==> src/rtl/udpc_pkg.sv <==
`timescale 1ns / 1ps
// ----------------------------------------------------------------------------
// udpc_pkg
// Shared types, constants and a ones'-complement helper for the UDP checksum
// check and generate core.
// ----------------------------------------------------------------------------
package udpc_pkg;

    localparam logic [16:0] MAX_PAYLOAD_BYTES = 17'd1480;
    localparam logic [15:0] UDP_PROTO_WORD    = 16'h0011;
    localparam logic [15:0] WORD_ONES         = 16'hffff;
    localparam logic [16:0] COUNT_MAX         = 17'h1ffff;
    localparam logic [16:0] MIN_DGRAM_BYTES   = 17'd8;
    localparam logic [16:0] LEN_WORD_OFFSET   = 17'd4;
    localparam logic [16:0] CKS_WORD_OFFSET   = 17'd6;

    typedef enum logic [2:0] {
        STATUS_OK        = 3'd0,
        STATUS_SHORT     = 3'd1,
        STATUS_LEN_MISM  = 3'd2,
        STATUS_CKS_ERR   = 3'd3,
        STATUS_LONG      = 3'd4
    } status_t;

    typedef enum logic {
        OP_VERIFY   = 1'b0,
        OP_GENERATE = 1'b1
    } op_t;

    // one accepted input beat
    typedef struct packed {
        logic        operation;
        logic        first;
        logic        last;
        logic [15:0] data_word;
        logic        odd_byte;
        logic [31:0] src_addr;
        logic [31:0] dst_addr;
    } beat_t;

    // datagram state after the current beat
    typedef struct packed {
        logic [15:0] running_sum;
        logic [16:0] byte_count;
        logic [15:0] length_field;
        logic        sum_field_nonzero;
        logic        mode;
    } acc_t;

    // end-around carry fold of a sum of up to seven 16-bit terms
    function automatic logic [15:0] fold_sum(input logic [18:0] s);
        logic [16:0] f;
        logic [15:0] r;
        f = {1'b0, s[15:0]} + {14'b0, s[18:16]};
        r = f[15:0] + {15'b0, f[16]};
        return r;
    endfunction

endpackage

==> src/rtl/udpc_in_stage.sv <==
`timescale 1ns / 1ps
// ----------------------------------------------------------------------------
// udpc_in_stage
// Input register: captures one beat and holds it until the datapath takes it.
// ----------------------------------------------------------------------------
module udpc_in_stage
(
    input  logic           clk,
    input  logic           rst_n,
    input  logic           item_valid,
    output logic           item_stall,
    input  udpc_pkg::beat_t beat,
    input  logic           advance,
    output logic           beat_valid,
    output udpc_pkg::beat_t beat_held
);
    import udpc_pkg::*;

    logic  valid_reg;
    logic  valid_next;
    beat_t beat_reg;
    logic  load;

    assign item_stall = valid_reg && !advance;
    assign load       = item_valid && !item_stall;
    assign valid_next = load || (valid_reg && !advance);

    always_ff @(posedge clk or negedge rst_n)
    begin
        if (!rst_n)
        begin
            valid_reg <= 1'b0;
        end
        else
        begin
            valid_reg <= valid_next;
        end
    end

    always_ff @(posedge clk)
    begin
        if (load)
        begin
            beat_reg <= beat;
        end
    end

    assign beat_valid = valid_reg;
    assign beat_held  = beat_reg;

endmodule

==> src/rtl/udpc_sum.sv <==
`timescale 1ns / 1ps
// ----------------------------------------------------------------------------
// udpc_sum
// Running ones'-complement sum, byte count and header field capture.
// ----------------------------------------------------------------------------
module udpc_sum
(
    input  logic            clk,
    input  logic            rst_n,
    input  logic            fire,
    input  udpc_pkg::beat_t beat,
    output udpc_pkg::acc_t  acc_next
);
    import udpc_pkg::*;

    acc_t        acc_reg;
    acc_t        base;
    logic [15:0] word;
    logic [16:0] add_bytes;
    logic        off_len;
    logic        off_cks;
    logic [15:0] term_a;
    logic [15:0] term_b;
    logic [18:0] raw_sum;
    logic [17:0] count_sum;

    always_comb
    begin
        base = acc_reg;
        if (beat.first)
        begin
            base.running_sum       = '0;
            base.byte_count        = '0;
            base.length_field      = '0;
            base.sum_field_nonzero = 1'b0;
            base.mode              = beat.operation;
        end

        word      = beat.data_word;
        add_bytes = 17'd2;
        if (beat.last && beat.odd_byte)
        begin
            word      = {beat.data_word[15:8], 8'h00};
            add_bytes = 17'd1;
        end

        off_len = (base.byte_count == LEN_WORD_OFFSET);
        off_cks = (base.byte_count == CKS_WORD_OFFSET);

        if (base.mode == OP_VERIFY)
        begin
            term_a = word;
            term_b = off_len ? word : 16'h0000;
        end
        else
        begin
            term_a = (off_len || off_cks) ? 16'h0000 : word;
            term_b = 16'h0000;
        end

        if (beat.first)
        begin
            raw_sum = {3'b0, beat.src_addr[31:16]} + {3'b0, beat.src_addr[15:0]}
                    + {3'b0, beat.dst_addr[31:16]} + {3'b0, beat.dst_addr[15:0]}
                    + {3'b0, UDP_PROTO_WORD} + {3'b0, term_a} + {3'b0, term_b};
        end
        else
        begin
            raw_sum = {3'b0, base.running_sum} + {3'b0, term_a} + {3'b0, term_b};
        end

        count_sum = {1'b0, base.byte_count} + {1'b0, add_bytes};

        acc_next                   = base;
        acc_next.running_sum       = fold_sum(raw_sum);
        acc_next.byte_count        = count_sum[17] ? COUNT_MAX : count_sum[16:0];
        acc_next.length_field      = off_len ? word : base.length_field;
        acc_next.sum_field_nonzero = off_cks ? (word != 16'h0000) : base.sum_field_nonzero;
    end

    always_ff @(posedge clk or negedge rst_n)
    begin
        if (!rst_n)
        begin
            acc_reg <= '0;
        end
        else if (fire)
        begin
            acc_reg <= acc_next;
        end
    end

endmodule

==> src/rtl/udpc_result.sv <==
`timescale 1ns / 1ps
// ----------------------------------------------------------------------------
// udpc_result
// Final checks on the last beat of a datagram and the result register.
// ----------------------------------------------------------------------------
module udpc_result
(
    input  logic           clk,
    input  logic           rst_n,
    input  logic           load,
    input  udpc_pkg::acc_t acc,
    output logic           result_valid,
    input  logic           result_stall,
    output logic [2:0]     status,
    output logic [15:0]    checksum,
    output logic [15:0]    udp_length,
    output logic           checked
);
    import udpc_pkg::*;

    logic        valid_reg;
    logic        valid_next;
    status_t     status_reg;
    status_t     status_next;
    logic [15:0] checksum_reg;
    logic [15:0] checksum_next;
    logic [15:0] udp_length_reg;
    logic [15:0] udp_length_next;
    logic        checked_reg;
    logic        checked_next;
    logic [15:0] verify_cks;
    logic [15:0] gen_fold;
    logic [15:0] gen_cks;

    always_comb
    begin
        verify_cks = ~acc.running_sum;
        gen_fold   = fold_sum({3'b0, acc.running_sum} + {3'b0, acc.byte_count[15:0]}
                              + {3'b0, acc.byte_count[15:0]});
        gen_cks    = (~gen_fold == 16'h0000) ? WORD_ONES : ~gen_fold;

        checked_next = 1'b0;
        if (acc.mode == OP_VERIFY)
        begin
            checksum_next   = verify_cks;
            udp_length_next = acc.length_field;
            if (acc.byte_count < MIN_DGRAM_BYTES)
            begin
                status_next = STATUS_SHORT;
            end
            else if (acc.byte_count < {1'b0, acc.length_field})
            begin
                status_next = STATUS_LEN_MISM;
            end
            else if (acc.sum_field_nonzero)
            begin
                checked_next = 1'b1;
                status_next  = (verify_cks != 16'h0000) ? STATUS_CKS_ERR : STATUS_OK;
            end
            else
            begin
                status_next = STATUS_OK;
            end
        end
        else
        begin
            udp_length_next = acc.byte_count[16] ? WORD_ONES : acc.byte_count[15:0];
            if (acc.byte_count < MIN_DGRAM_BYTES)
            begin
                status_next   = STATUS_SHORT;
                checksum_next = 16'h0000;
            end
            else if (acc.byte_count > MAX_PAYLOAD_BYTES)
            begin
                status_next   = STATUS_LONG;
                checksum_next = 16'h0000;
            end
            else
            begin
                status_next   = STATUS_OK;
                checksum_next = gen_cks;
            end
        end
    end

    assign valid_next = load || (valid_reg && result_stall);

    always_ff @(posedge clk or negedge rst_n)
    begin
        if (!rst_n)
        begin
            valid_reg <= 1'b0;
        end
        else
        begin
            valid_reg <= valid_next;
        end
    end

    always_ff @(posedge clk)
    begin
        if (load)
        begin
            status_reg     <= status_next;
            checksum_reg   <= checksum_next;
            udp_length_reg <= udp_length_next;
            checked_reg    <= checked_next;
        end
    end

    assign result_valid = valid_reg;
    assign status       = status_reg;
    assign checksum     = checksum_reg;
    assign udp_length   = udp_length_reg;
    assign checked      = checked_reg;

endmodule

==> src/rtl/udp_checksum_check_and_generate_core.sv <==
`timescale 1ns / 1ps
// Takes one 16-bit datagram beat per clock while item_stall is low, with no
// gaps needed between datagrams. A beat passes an input register and then
// the sum/compare logic; the result for a last beat is loaded into the
// output register as that beat leaves the input register, and it holds
// there while result_stall is high. Beats that are not last keep flowing
// while a result waits; item_stall rises only when a last beat meets a
// full, stalled result register. The rate is set by the combinational
// ones'-complement adder that folds each word into the running sum.
// ----------------------------------------------------------------------------
// udp_checksum_check_and_generate_core
// UDP checksum verify / generate with IPv4 pseudo header.
// ----------------------------------------------------------------------------
module udp_checksum_check_and_generate_core
(
    input  logic        clk,
    input  logic        rst_n,
    input  logic        item_valid,
    output logic        item_stall,
    input  logic        operation,
    input  logic        first,
    input  logic        last,
    input  logic [15:0] data_word,
    input  logic        odd_byte,
    input  logic [31:0] src_addr,
    input  logic [31:0] dst_addr,
    output logic        result_valid,
    input  logic        result_stall,
    output logic [2:0]  status,
    output logic [15:0] checksum,
    output logic [15:0] udp_length,
    output logic        checked
);
    import udpc_pkg::*;

    beat_t beat_in;
    beat_t beat_held;
    logic  beat_valid;
    logic  advance;
    logic  fire;
    acc_t  acc_next;

    assign beat_in.operation = operation;
    assign beat_in.first     = first;
    assign beat_in.last      = last;
    assign beat_in.data_word = data_word;
    assign beat_in.odd_byte  = odd_byte;
    assign beat_in.src_addr  = src_addr;
    assign beat_in.dst_addr  = dst_addr;

    // a last beat waits only while the result register is full and stalled
    assign advance = !(beat_held.last && result_valid && result_stall);
    assign fire    = beat_valid && advance;

    udpc_in_stage u_in_stage
    (
        .clk        (clk),
        .rst_n      (rst_n),
        .item_valid (item_valid),
        .item_stall (item_stall),
        .beat       (beat_in),
        .advance    (advance),
        .beat_valid (beat_valid),
        .beat_held  (beat_held)
    );

    udpc_sum u_sum
    (
        .clk      (clk),
        .rst_n    (rst_n),
        .fire     (fire),
        .beat     (beat_held),
        .acc_next (acc_next)
    );

    udpc_result u_result
    (
        .clk          (clk),
        .rst_n        (rst_n),
        .load         (fire && beat_held.last),
        .acc          (acc_next),
        .result_valid (result_valid),
        .result_stall (result_stall),
        .status       (status),
        .checksum     (checksum),
        .udp_length   (udp_length),
        .checked      (checked)
    );

    a_stall_needs_full_out: assert property (@(posedge clk) disable iff (!rst_n)
        item_stall |-> (result_valid && result_stall))
        else $error("input stalled without a blocked result");

    a_long_zero_cks: assert property (@(posedge clk) disable iff (!rst_n)
        (result_valid && (status == STATUS_LONG || status == STATUS_SHORT) && !checked)
        |-> (checksum == 16'h0000 || udp_length == 16'h0000 || status == STATUS_SHORT))
        else $error("too-long datagram with nonzero checksum");

    a_checked_status: assert property (@(posedge clk) disable iff (!rst_n)
        (result_valid && checked) |-> (status == STATUS_OK || status == STATUS_CKS_ERR))
        else $error("checked flag on a length error");

    a_result_from_last: assert property (@(posedge clk) disable iff (!rst_n)
        (!$past(result_valid) && result_valid) |-> $past(fire && beat_held.last))
        else $error("result without a last beat");

endmodule

==> config.mk <==
export PLATFORM = sky130hd
export DESIGN_NAME = udp_checksum_check_and_generate_core
export DESIGN_NICKNAME = d
export VERILOG_FILES = /design/src/rtl/udpc_pkg.sv /design/src/rtl/udpc_in_stage.sv /design/src/rtl/udpc_sum.sv /design/src/rtl/udpc_result.sv /design/src/rtl/udp_checksum_check_and_generate_core.sv
export SDC_FILE = /design/constraint.sdc
export NUM_CORES = 1
export LEC_CHECK = 0
export ABC_AREA = 1
export BUFFER_PORTS_ARGS = -buffer_cell sky130_fd_sc_hd__buf_2
export CORE_ASPECT_RATIO = 1.75
export CORE_MARGIN = 2
export CORE_UTILIZATION = 35
export DETAILED_ROUTE_END_ITERATION = 7
export SLEW_MARGIN = 5
export SYNTH_ARGS = -nofsm -noshare
export SYNTH_HDL_FRONTEND = slang
export SYNTH_SLANG_ARGS = --single-unit
==> constraint.sdc <==
create_clock -name clk -period 26.2 [get_ports clk]
set_input_delay 1.31 -clock clk [delete_from_list [all_inputs] [get_ports clk]]
set_output_delay 1.31 -clock clk [all_outputs]
set_load 0.1 [all_outputs]
==> results of run 1 <==
[synth_stat cells (26+ instances only)]
cell type and instances:
sky130_fd_sc_hd__fa_1 54, sky130_fd_sc_hd__inv_1 351, sky130_fd_sc_hd__dfrtp_1 53, sky130_fd_sc_hd__edfxtp_1 120, sky130_fd_sc_hd__xor2_1 53, sky130_fd_sc_hd__nand3_1 109
sky130_fd_sc_hd__o21ai_0 118, sky130_fd_sc_hd__nand4_1 26, sky130_fd_sc_hd__a21oi_1 109, sky130_fd_sc_hd__ha_1 139, sky130_fd_sc_hd__nand2_1 454, sky130_fd_sc_hd__nor2_1 167
[worst max-delay path, delay by kind of cell, from the launching register on]
family | cells | cell delay (ps)
flops | 1 | 330
xor+xnor | 4 | 600
compound gates | 19 | 4290
simple gates | 41 | 5710
fa+ha+maj | 15 | 4560
buf+inv | 11 | 620
[metrics by stage]
| step | utilization, % | total power, µW | cell area, µm² | instances | hold WS [ps] |
|---|---|---|---|---|---|
| 6_report | 39.7 | 2260 | 17200 | 2681 | 491 |
| 3_5_place_dp | 38.3 | 1990 | 16600 | 2649 | 471 |
| 4_1_cts | 39.7 | 2270 | 17200 | 2681 | 489 |
| 3_3_place_gp | 38.3 | 1970 | 16600 | 2649 | 463 |
| 2_1_floorplan | - | 1590 | 15300 | 1979 | 449 |
| 5_1_grt | 39.7 | 2490 | 17200 | 2681 | 518 |
[how the worst max path moves through the flow]
| stage | end | slack, ps |
|---|---|---|
| floorplan | u_result.checksum[5] | 12490 |
| global placement | u_result.checksum[5] | 10150 |
| detailed placement | u_result.checksum[5] | 9850 |
| CTS | u_result.checksum[5] | 9830 |
| global route | u_result.checksum[5] | 8090 |
| finish | u_result.checksum[5] | 9800 |
[cells by family (layout without fill, tap and decap cells)]
logic type	count (synthesis)	count (layout)	share of synthesized area (%)
compound gates	282	282	10.1
xor+xnor	78	78	4.45
fa+ha+maj	193	193	18.4
buf+inv	390	526	9.90
flops	173	173	32.1
mux	2	2	0.130
simple gates	861	861	24.9
[cell type report]
type                            count  share of cell area [%]
Clock inverter                     15                    1.04
Tap cell                          566                    4.12
Multi-Input combinational cell   1416                    51.8
Clock buffer                       17                    2.47
Timing Repair Buffer              136                    4.12
Sequential cell                   173                    28.7
Inverter                          358                    7.81
[layer usage]
metal | vias up | global-route usage [%] | routed length [µm]
met5 | - | 0 | 0
met4 | 0 | 13.1 | 2950
met3 | 135 | 2.39 | 1300
met2 | 310 | 38.4 | 23800
met1 | 6115 | 18.5 | 15300
li1 | 6672 | - | -
[power by group]
| group | total [µW] | switching (µW) | internal, µW |
|---|---|---|---|
| Clock | 265 | 129 | 136 |
| Combinational | 1640 | 1130 | 506 |
| Sequential | 354 | 15.2 | 339 |
==> impl.org, run 1 <==
** Synth
- Dominant cell type by area after synthesis :: sky130_fd_sc_hd__edfxtp_1
- Register bit total from synthesis :: 173
- Yosys cell types :: 53
- Number of warning messages in the yosys log :: 0
- Share of the synthesized area in the top cell type :: around a quarter
- After synthesis, flip-flops and latches occupy approximately a third of the total area.
- Ranking of synthesized cells by area :: sky130_fd_sc_hd__edfxtp_1 23%, sky130_fd_sc_hd__ha_1 11%, sky130_fd_sc_hd__nand2_1 11%
- In this run, synthesis inferred 120 flip-flops with an integrated enable.
- Mean post-synth cell area :: 7.76 µm²
- Counting every net in the synthesized netlist gives roughly 2.3k.
- Synthesis handed over a netlist of between 1.5k and 2k instances.
- Proportion of register bits with asynchronous set or reset after synthesis :: 30.6%
- The mapped netlist covers 0.0153 mm².
- Among all flip-flop cells after synthesis, the most frequent one is sky130_fd_sc_hd__edfxtp_1.

** Floorplan
- Area of the die :: 0.0456 mm²
- The die is about 160 µm wide.
- In this run the vertical extent of the chip is ~280 µm.
- Ports :: 126
- The core region is approximately 0.043 mm².
- The initialized floorplan defines just over 100 standard-cell rows.
- Once the floorplan was initialized, standard cells occupied a little over a third of the core.

** Clocking
- Clk_lat worst skew :: about 470 ps
- Clock buffer depth :: 2
- Clock tree from TritonCTS :: done
- Clock-pin slew of the registers on the worst-case setup and hold paths :: 80 ps
- Quantity of gates resized following cts :: 0
- Buffers inserted during clock tree synthesis total 17.
- Post-CTS Hold Fix Bufs :: 0
- In this run the clock root is driven by a sky130_fd_sc_hd__clkbuf_16.
- Number of H-tree branching levels :: 4
- Clock Sink Count :: about 170
- Post-CTS timing repair inserted 0 buffers for setup.

** Layout
- Summing all multi-input logic gate instances after layout gives 0.00891 mm².
- Area Overhead vs Synth :: 12.1%
- Largest register FFs :: 84
- 0 antenna diodes ended up in the layout.
- Sequential cell area :: just under 0.005 mm²
- Share of cells above drive strength 1 :: 11.0%
- Highest-count cells in the layout ignoring fill and taps :: 453 x sky130_fd_sc_hd__nand2_1, 351 x sky130_fd_sc_hd__inv_1, 166 x sky130_fd_sc_hd__nor2_1, 139 x sky130_fd_sc_hd__ha_1, 125 x sky130_fd_sc_hd__buf_2
- For this run, the post-layout net count is around 2.4k.
- Most common cell after layout, fill and taps aside :: sky130_fd_sc_hd__nand2_1
- The filler cells instantiated in the layout total about 4.5k.

** Placement
- At the placement stage, the worst setup path has a slack of slightly below 10,000 ps.
- IO buf count :: around 130
- The wire-length estimate of the detail-placed layout is around 36 mm.
- Weighted congestion reported at the end of routability-driven placement :: between 0.9 and 1

** Power and ir drop
- Total power density per cell area :: between 100 and 150 mW/mm²
- Peak ir drop on the vdd network :: between 0.00007 and 0.00008 V
- For this design the static power due to leakage is ~0.0086 µW.

** STA
- Fmax :: about 0.061 GHz
- In the final timing run, aggregate negative setup slack is 0 ps.
- Setup repair after global routing missed its margin :: no
- Total of endpoints with negative setup slack in the final report :: 0
- For the pin with the worst max-slew slack, the measured transition is about 1100 ps.
- Measured against its own limit, the worst slew margin works out to between 20% and 30%.
- After layout, the worst setup slack is just under 10,000 ps.
- Dividing the final minimum period by the clock period gives ~63%.
- The number of pins with negative max-slew slack in the final report is 0.
- The number of hold-slack violations in the final timing report is 0.
- The worst path needs around 16,000 ps of the cycle, external delays included.
- For the final database, setup skew stands at 15.4 ps.

** Worst setup path
- The startpoint identified for the worst register-to-register timing path is u_in_stage.beat_held[32].
- CP Launch Type :: register
- Setup slack of the worst register-to-register path :: 9800 ps
- For the worst setup path, the data required time is ~26,000 ps.
- R2R Path End :: u_result.checksum[5]
- The critical path starts at u_in_stage.beat_held[32].
- For this design, the slowest cell found on the critical path is sky130_fd_sc_hd__o41ai_1.
- Capturing element type of the critical path :: register
- CP Data Arrival Time :: approximately 17,000 ps
- The critical path is of the reg2reg type.
- Slowest Stage Delay on Critical Path :: roughly 600 ps
- Largest driver fanout on the critical path :: 16
- Register-to-Register Path Depth :: 90

** GRT
- Global-route usage over all layers :: 19.5%
- Vias in the first global route :: approximately 14k
- Global-route wire length before repair :: approximately 69 mm
- Global-route congestion overflow total :: 0
- Entering global routing, the biggest net connects 80 pins.
- The initial antenna violation count came to 0.

** Route
- Total iterations of the first detailed-routing run :: 5
- Dividing the detail-routed wire length by the instance count gives roughly 16 µm.
- The first routing iteration left between 600 and 700 violations.
- Residual DRC :: 0
- The routed layout has around 13k vias.
- Routed wire length :: roughly 43 mm
- Number of antenna-violating nets in the routed design :: 0
- DR vias/cell :: roughly 5

** Worst hold path
- Along the worst hold path, the cell count comes to 2.
- Hold Startpoint :: u_sum.acc_reg[2]
- Class of the most critical hold timing path :: reg2reg
- End point of the most critical hold path :: u_sum.acc_reg[2]

** Job
- Across the run, the number of max-cap violations was 0.

** Outcome
- The run finished with clean final reports.
(Power assumes the default switching activity.)
==> run 2: changes to the inputs <==
Settings changed: ABC_AREA 1 to 0.
Clock period 26.2 ns to 16.4 ns, I/O delays scaled along.
==> run 2 against run 1 <==
  * Power rose by 100%
  * Worst hold slack lost 10 ps
  * Area after synthesis increased by 2.8%
  * Via count is 5.6% higher
  * Die area is 2.8% higher
  * Critical path type unchanged
==> impl.org, run 2 <==
** Synth
- Number of warning messages in the yosys log :: 0 (unchanged)
- The sequential-to-total area share from yosys stat was 31.2% (-0.89 points).
- Cell with the most instances after synthesis :: sky130_fd_sc_hd__inv_1
- Proportion of register bits with asynchronous set or reset after synthesis :: 30.6% (unchanged)
- Dominant cell type by area after synthesis :: sky130_fd_sc_hd__edfxtp_1
- By area the synthesized netlist is led by sky130_fd_sc_hd__edfxtp_1 23%, sky130_fd_sc_hd__ha_1 11%, sky130_fd_sc_hd__dfrtp_1 8.4%.
- The synthesized netlist cell count came to 1,709 (-14%).
- The post-synth net total came to 1,990 (-12%).
- Dominant synthesized flop cell :: sky130_fd_sc_hd__edfxtp_1
- The cell area after synthesis was 0.0158 mm² (+2.8%).
- Register bit total from synthesis :: 173 (unchanged)
- EDFF count, synth :: 120 (unchanged)
- After synthesis, the most frequently instantiated cells are 145 x sky130_fd_sc_hd__inv_1, 139 x sky130_fd_sc_hd__ha_1, 120 x sky130_fd_sc_hd__edfxtp_1.
- The post-synthesis cell type count came to 90 (+70%).
- The area share of the largest cell type after synthesis was 22.8% (-0.65 points).
- Mean post-synth cell area :: 9.24 µm² (+19%)

** GRT
- The aggregate global routing overflow was 0 (unchanged).
- The via count of the first global-routing pass is 14.7k (+7.7%).
- Global-route usage over all layers :: 21.8% (+2.3 points)
- The initial antenna violation count was 0 (unchanged).
- Global-route wire length before repair :: 77.9 mm (+13%)
- The maximum number of pins on one net before global-route repair was 85 (+6.3%).

** Clocking
- The number of buffers between clock root and the deepest sink was 2 (unchanged).
- Clock root buffer :: sky130_fd_sc_hd__clkbuf_16
- Clock Sink Count :: 173 (unchanged)
- The insertion delay to the later sink of the worst-skew pair came to 460 ps (about the same).
- TritonCTS built the clock tree.
- Number of H-tree branching levels :: 4 (unchanged)
- The number of buffers added to fix hold violations after cts came to 0 (unchanged).
- The TritonCTS buffer count was 17 (unchanged).
- Clock-pin slew of the registers on the worst-case setup and hold paths :: 80 ps (about the same)

** Job
- The number of max-cap violations is 0 (unchanged).

** Placement
- Weighted congestion reported at the end of routability-driven placement :: 0.923 (-1.0%)
- The count of port buffers added during placement is 125 (unchanged).
- Post-detailed-placement half-perimeter wirelength :: 41.3 mm (+14%)
- The setup slack after placement came to -264 ps (-10,120 ps).

** Layout
- From synthesis to final layout, the design area changed by 20.1%.
- Most common cell after layout, fill and taps aside :: sky130_fd_sc_hd__buf_4
- Largest register FFs :: 84 (unchanged)
- Share of cells above drive strength 1 :: 21.5% (+11 points)
- Diodes inserted :: 0 (unchanged)
- Highest-count cells in the layout ignoring fill and taps :: 167 x sky130_fd_sc_hd__buf_4, 145 x sky130_fd_sc_hd__inv_1, 135 x sky130_fd_sc_hd__ha_1, 125 x sky130_fd_sc_hd__buf_2, 120 x sky130_fd_sc_hd__edfxtp_1
- NumNets Final :: 2,246 (-5.7%)

** STA
- Final-report max-slew violation count :: 0 (unchanged)
- Actual slew at the worst max-slew pin :: 1240 ps (+102 ps)
- The number of hold-slack violations in the final timing report was 0 (unchanged).
- Period utilization :: 94.4% (+32 points)
- Worst-case setup margin in the final layout :: 912 ps (-8890 ps)
- Fmax :: 0.0646 GHz (+5.9%)
- The relative max-transition margin came to 16.5% (-7.3 points).
- Worst Hold Slack :: 481 ps (-10.5 ps)
- Min cycle time layout :: 15,490 ps (-913 ps)
- The final number of setup-violating endpoints is 0 (unchanged).
- Setup skew after layout :: 15.7 ps (+0.364 ps)

** Floorplan
- Count of standard-cell rows :: 103 (+2.0%)
- Floorplan Core Area :: 0.0448 mm² (+3.5%)
- The area enclosed by the die boundary is 0.0469 mm² (+2.8%).
- The number of top-level pins came to 126 (unchanged).
- The starting density of the core was 35.2% (-0.22 points).
- The vertical die dimension came to 285 µm (+1.4%).
- The die span in x is 165 µm (+1.4%).

** Power and ir drop
- Peak ir drop on the vdd network :: 0.000220 V (+200%)
- Total power density per cell area :: 241 mW/mm² (+84%)
- The leakage power is 0.00847 µW (-1.4%).

** Route
- Initial DRC count :: 724 (+13%)
- The aggregate routed wire length was 50.0 mm (+15%).
- The final antenna-violating net count was 0 (unchanged).
- Residual DRC :: 0 (unchanged)
- DR vias/cell :: 5.47 (+11%)
- Number of vias after detailed routing :: 14.0k (+5.6%)
- Total iterations of the first detailed-routing run :: 5 (unchanged)
- Routed wire length per instance :: 19.6 µm (+21%)

** Worst setup path
- The largest fanout of any net on the critical path is 5 (-11).
- STA classifies the critical path startpoint as a register.
- Critical Path RT :: 16,730 ps (-9680 ps)
- Among all stages on the critical path, the largest delay is contributed by sky130_fd_sc_hd__fa_1.
- Class of the most critical setup path :: reg2reg
- Most used cell along the critical path :: sky130_fd_sc_hd__a21oi_2
- CP Data Arrival Time :: 15,810 ps (-800 ps)
- Capturing element type of the critical path :: register
- The highest cell delay on the worst timing path was 550 ps (-60 ps).

** Outcome
- The flow ran to the end, and the final reports show no timing, DRC or antenna violations.

** Worst hold path
- The worst hold path belongs to the class reg2reg.
[run 2: final cells by class]
| cell class | count | area [µm²] |
|---|---|---|
| clock buffers | 17 | 425 |
| clock inverters | 15 | 149 |
| fillers | 4483 | 25900 |
| inverters | 145 | 544 |
| multi-input cells | 1333 | 10300 |
| flip-flops and latches | 173 | 4930 |
| well taps | 577 | 722 |
| repair buffers | 295 | 1940 |
[run 2: worst max-delay path: cells and delay by family, from the launching register on]
family	cells	cell delay, ps
compound gates	29	4360
fa+ha+maj	14	4020
simple gates	24	3880
buf+inv	8	1130
xor+xnor	6	1000
mux	2	500
flops	1	400
[run 2: metrics by stage]
stage / instance area, µm² / power [µW] / util [%] / setup TNS (ps) / instances
global placement: 18100 / 4050 / 40.4 / 0 / 2514
detailed placement: 18100 / 4070 / 40.4 / -3560 / 2514
global route: 19000 / 4930 / 42.3 / -771 / 2555
finish: 19000 / 4570 / 42.3 / 0 / 2555
CTS: 18700 / 4500 / 41.7 / 0 / 2546
floorplan: 15800 / 2840 / - / 0 / 1709
[run 2: final timing paths]
| path | from | end | slack, ps | cells past startpoint |
|---|---|---|---|---|
| min in group asynchronous | rst_n | u_result.result_valid | 490 | 2 |
| max in group asynchronous | rst_n | u_sum.acc_reg[47] | 15380 | 2 |
| min reg2reg | u_sum.acc_reg[0] | u_sum.acc_reg[0] | 480 | 2 |
| min | u_sum.acc_reg[0] | u_sum.acc_reg[0] | 480 | 2 |
| max reg2reg | u_in_stage.beat_held[33] | u_result.checksum[13] | 910 | 83 |
| max | u_in_stage.beat_held[33] | u_result.checksum[13] | 910 | 83 |
[run 2: where the power goes]
part	switching (µW)	internal, µW	total, µW
Clock	206	202	408
Combinational	2100	1480	3590
Sequential	27.7	543	571
[run 2: timing repair]
action,in CTS,in global routing
gates resized for setup,5,48
pin swaps,0,27
buffers inserted,0,8
gates cloned,0,1
endpoints found under the hold margin,0,0
setup endpoints to repair,16,16
[run 2: kinds of logic (layout without fill, tap and decap cells)]
kind of cell    Yosys count  after routing  synth area share [%]
simple gates            562            562                  19.1
compound gates          424            424                  17.7
buf+inv                 203            472                  5.03
fa+ha+maj               193            193                  17.9
flops                   173            173                  31.2
xor+xnor                118            118                  6.55
mux                      36             36                  2.47
[run 2: metal layers]
layer	wire length, µm	vias up	track usage, %
met1	17100	6740	21.0
li1	-	6727	-
met3	1300	141	2.14
met2	27700	368	42.1
met4	3800	0	15.7
met5	0	-	0
==> run 3: changes to the inputs <==
Settings changed: SYNTH_HIERARCHICAL from default to 1.
==> run 3 against run 2 <==
  * Critical path depth decreased by 21
  * Clock skew decreased by 1.9 ps
  * Area after synthesis shrank 12%
  * Critical endpoint is now u_result/checksum[6]
==> impl.org, run 3 <==
** Placement
- Weighted congestion reported at the end of routability-driven placement :: 0.932 (+1.0%)
- The count of port buffers added during placement was 125 (unchanged).
- Worst setup slack after placement :: 630 ps (+894 ps)
- Post-detailed-placement half-perimeter wirelength :: 30.5 mm (-26%)

** Clocking
- Clock tree from TritonCTS :: done
- Clock buffer count from CTS :: 17 (unchanged)
- The number of H-tree branching levels came to 4 (unchanged).
- Clock Sink Count :: 173 (unchanged)
- The insertion delay to the later sink of the worst-skew pair was 460 ps (about the same).
- Clock buffer depth :: 2 (unchanged)
- Clock root buffer :: sky130_fd_sc_hd__clkbuf_16
- The CTS clock-pin slew for the worst setup and hold paths is 80 ps (about the same).

** Layout
- Highest-count cells in the layout ignoring fill and taps :: 165 x sky130_fd_sc_hd__inv_1, 125 x sky130_fd_sc_hd__buf_2, 124 x sky130_fd_sc_hd__nand2_1, 120 x sky130_fd_sc_hd__edfxtp_1, 89 x sky130_fd_sc_hd__ha_1
- The share of the core filled with cells in the final layout came to 40.6% (-1.7 points).
- The total inserted antenna cells was 0 (unchanged).
- # fillers :: 3,795 (-15%)
- The area growth from synthesis to layout is 14.2%.
- Multi-input gate area :: 0.00828 mm² (-19%)
- The flip-flop count of the largest register, all copies and words added came to 84 (unchanged).
- Leaving out fill and tap cells, the most frequent cell in the layout is sky130_fd_sc_hd__inv_1.
- Sequential cell area :: 0.00493 mm² (unchanged)
- NumNets Final :: 1,765 (-21%)
- The share of final-layout standard cells stronger than drive strength 1 was 19.3% (-2.2 points).

** STA
- Worst-case setup margin in the final layout :: 1190 ps (+277 ps)
- The number of pins with negative max-slew slack in the final report came to 0 (unchanged).
- Setup skew after layout :: 13.9 ps (-1.89 ps)
- Setup repair after global routing missed its margin :: no
- Total of endpoints with negative setup slack in the final report :: 0 (unchanged)
- Min cycle time layout :: 15,210 ps (-277 ps)
- The final period utilization came to 92.8% (-1.7 points).
- The relative max-transition margin came to 41.4% (+25 points).
- The maximum clock rate is 0.0657 GHz (+1.8%).
- Final number of hold-violating endpoints :: 0 (unchanged)
- The transition time at the pin with the least slew margin is 870 ps (-371 ps).
- Total Negative Setup Slacks :: 0 ps (unchanged)

** Synth
- Yosys instantiated no cell more often than sky130_fd_sc_hd__inv_1.
- The synthesized area divided by synthesized cell count came to 10.2 µm² (+10%).
- Counting instances in the post-synthesis netlist gives the leading cell types as 165 x sky130_fd_sc_hd__inv_1, 124 x sky130_fd_sc_hd__nand2_1, 120 x sky130_fd_sc_hd__edfxtp_1.
- Synth Cell Area :: 0.0139 mm² (-12%)
- Number of warning messages in the yosys log :: 6 (+6)
- Share of the synthesized area in the top cell type :: 25.8% (+3.0 points)
- The post-synthesis xor/xnor area fraction was 5.38% (-1.2 points).
- The mux cell area share after synthesis came to 3.79% (+1.3 points).
- Synthesized Nets :: 1,633 (-18%)
- The count of flip-flops with a built-in enable after synthesis is 120 (unchanged).
- The post-synthesis adder-cell area fraction was 19.9% (+2.0 points).
- By area, the combinational part of the netlist is dominated by adder cells.
- Dominant synthesized flop cell :: sky130_fd_sc_hd__edfxtp_1
- The post-synthesis cell type count is 107 (+19%).
- Register bit total from synthesis :: 173 (unchanged)
- The sequential-to-total area share from yosys stat came to 35.3% (+4.1 points).
- Synthesized instance count :: 1,373 (-20%)
- Dominant cell type by area after synthesis :: sky130_fd_sc_hd__edfxtp_1
- Proportion of register bits with asynchronous set or reset after synthesis :: 30.6% (unchanged)
- The area fraction in and, or, nand and nor cells after synthesis is 15.8% (-3.4 points).
- Ranking of synthesized cells by area :: sky130_fd_sc_hd__edfxtp_1 26%, sky130_fd_sc_hd__fa_1 12%, sky130_fd_sc_hd__dfrtp_1 9.5%
- Compound-gate portion of the synthesized area :: 14.1% (-3.7 points)

** Worst setup path
- Critical Path RT :: 16,690 ps (-40 ps)
- The worst endpoint data arrival time came to 15,500 ps (-310 ps).
- Slowest Stage Delay on Critical Path :: 570 ps (+20 ps)
- The number of cells on the critical path came to 62 (-25%).
- The depth of the most critical reg-to-reg path came to 62 (-25%).
- The worst setup path is captured at a register.
- Gate family responsible for the most delay along the worst path :: simple AND/OR/NAND/NOR gates
- R2R Path End :: u_result/checksum[6]
- The worst setup path is launched from a register.
- The slowest stage of the critical path belongs to the cell sky130_fd_sc_hd__fa_1.
- Reg2reg start :: u_sum/acc_reg[33]
- The setup path with the least slack is of type reg2reg.
- The reg2reg setup slack was 1190 ps (+280 ps).
- The count of buffering cells on the critical path with inverters included is 3 (-5).
- The largest fanout of any net on the critical path was 16 (+11).

** Floorplan
- Die height :: 268 µm (-5.9%)
- The number of rows in the core area came to 96 (-6.8%).
- Effective utilization at floorplan :: 35.5% (+0.32 points)
- Floorplan Core Area :: 0.0393 mm² (-12%)
- The die span in x is 155 µm (-5.9%).
- Area of the die :: 0.0415 mm² (-11%)
- The number of top-level pins was 126 (unchanged).

** Route
- The number of DRC violations after detailed-routing iteration 0 came to 489 (-32%).
- Routed wire length per instance :: 18.7 µm (-4.6%)
- The iteration count of the initial detailed-routing pass is 5 (unchanged).
- Number of vias after detailed routing :: 10.6k (-24%)
- The final antenna-violating net count came to 0 (unchanged).
- The aggregate routed wire length was 37.5 mm (-25%).
- Residual DRC :: 0 (unchanged)
- The average vias per placed instance was 5.29 (-3.3%).

** GRT
- Number of antenna violations at the first check in global routing :: 0 (unchanged)
- Global-route usage over all layers :: 18.5% (-3.3 points)
- The maximum number of pins on one net before global-route repair is 70 (-18%).
- The aggregate global routing overflow is 0 (unchanged).
- Vias in the first global route :: 10.8k (-26%)
- The global-route wire length before repair came to 58.7 mm (-25%).

** Power and ir drop
- Peak ir drop on the vdd network :: 0.000101 V (-54%)
- Total design power :: 3120 µW (-32%)
- Total power density per cell area :: 196 mW/mm² (-19%)
- The leakage power was 0.00700 µW (-17%).

** Job
- The number of max-cap violations is 0 (unchanged).

** Outcome
- Run status :: finished clean

** Worst hold path
- The path class of the tightest hold or removal check is in2async.
==> run 3: routing by layer <==
| layer | part of all wire, % | GRT usage [%] | up-vias |
|---|---|---|---|
| met2 | 55 | 35.1 | 225 |
| li1 | - | - | 5109 |
| met4 | 6.7 | 12.4 | 0 |
| met3 | 2.6 | 2.71 | 98 |
| met1 | 36 | 18.6 | 5192 |
| met5 | 0 | 0 | - |
==> run 3: power breakdown <==
part	switching (µW)	internal, µW
sequential	37.3	541
clock	200	242
combinational	1350	752
total	1590	1540
==> run 3: worst register-to-register path: cells and delay by family, from the launching register on <==
family	cells	cell delay, ps
xor+xnor	4	700
flops	1	400
simple gates	24	5710
fa+ha+maj	13	4260
compound gates	18	3620
buf+inv	3	340
==> run 3: how the worst max path moves through the flow <==
stage | startpoint | slack (ps) | endpoint
after global routing | u_in_stage/beat_held[82] | 60 | u_result/checksum[3]
after global placement | u_in_stage/beat_held[82] | 1060 | u_result/checksum[6]
final | u_sum/acc_reg[33] | 1190 | u_result/checksum[6]
after detailed placement | u_in_stage/beat_held[82] | 630 | u_result/checksum[6]
after CTS | u_in_stage/beat_held[82] | 540 | u_result/checksum[6]
after floorplan | u_in_stage/beat_held[82] | 2170 | u_result/checksum[11]
==> run 3: kinds of logic after synthesis <==
| kind of cell | Yosys count |
|---|---|
| xor gates and xnor gates | 84 |
| muxes | 48 |
| DFF | 173 |
| and+or+nand+nor | 420 |
| adders and majority gates | 173 |
| buffers and inverters | 206 |
| AOI/OAI and AO/OA | 269 |
==> run 3: area by class of cell <==
class | instances | area share [%]
clock buffers | 18 | 2.83
clock inverters | 14 | 1.23
inverters | 166 | 3.91
multi-input cells | 994 | 52.0
flip-flops and latches | 173 | 30.9
well taps | 490 | 3.85
repair buffers | 153 | 5.25
==> run 3: repair_timing <==
| action | 4_1_cts | 5_1_grt |
|---|---|---|
| setup endpoints to repair | 0 | 16 |
| endpoints found under the hold margin | 0 | 0 |
| buffers inserted | 0 | 4 |
| gates resized for setup | 0 | 6 |
| hold buffers | 0 | 0 |
==> run 3: through the flow <==
stage	instance area, µm²	instances	hold slack [ps]
after CTS	15900	2004	494
final	15900	2008	481
after detailed placement	15200	1972	496
after global placement	15200	1972	485
after floorplan	13900	1373	473
after global routing	15900	2008	503
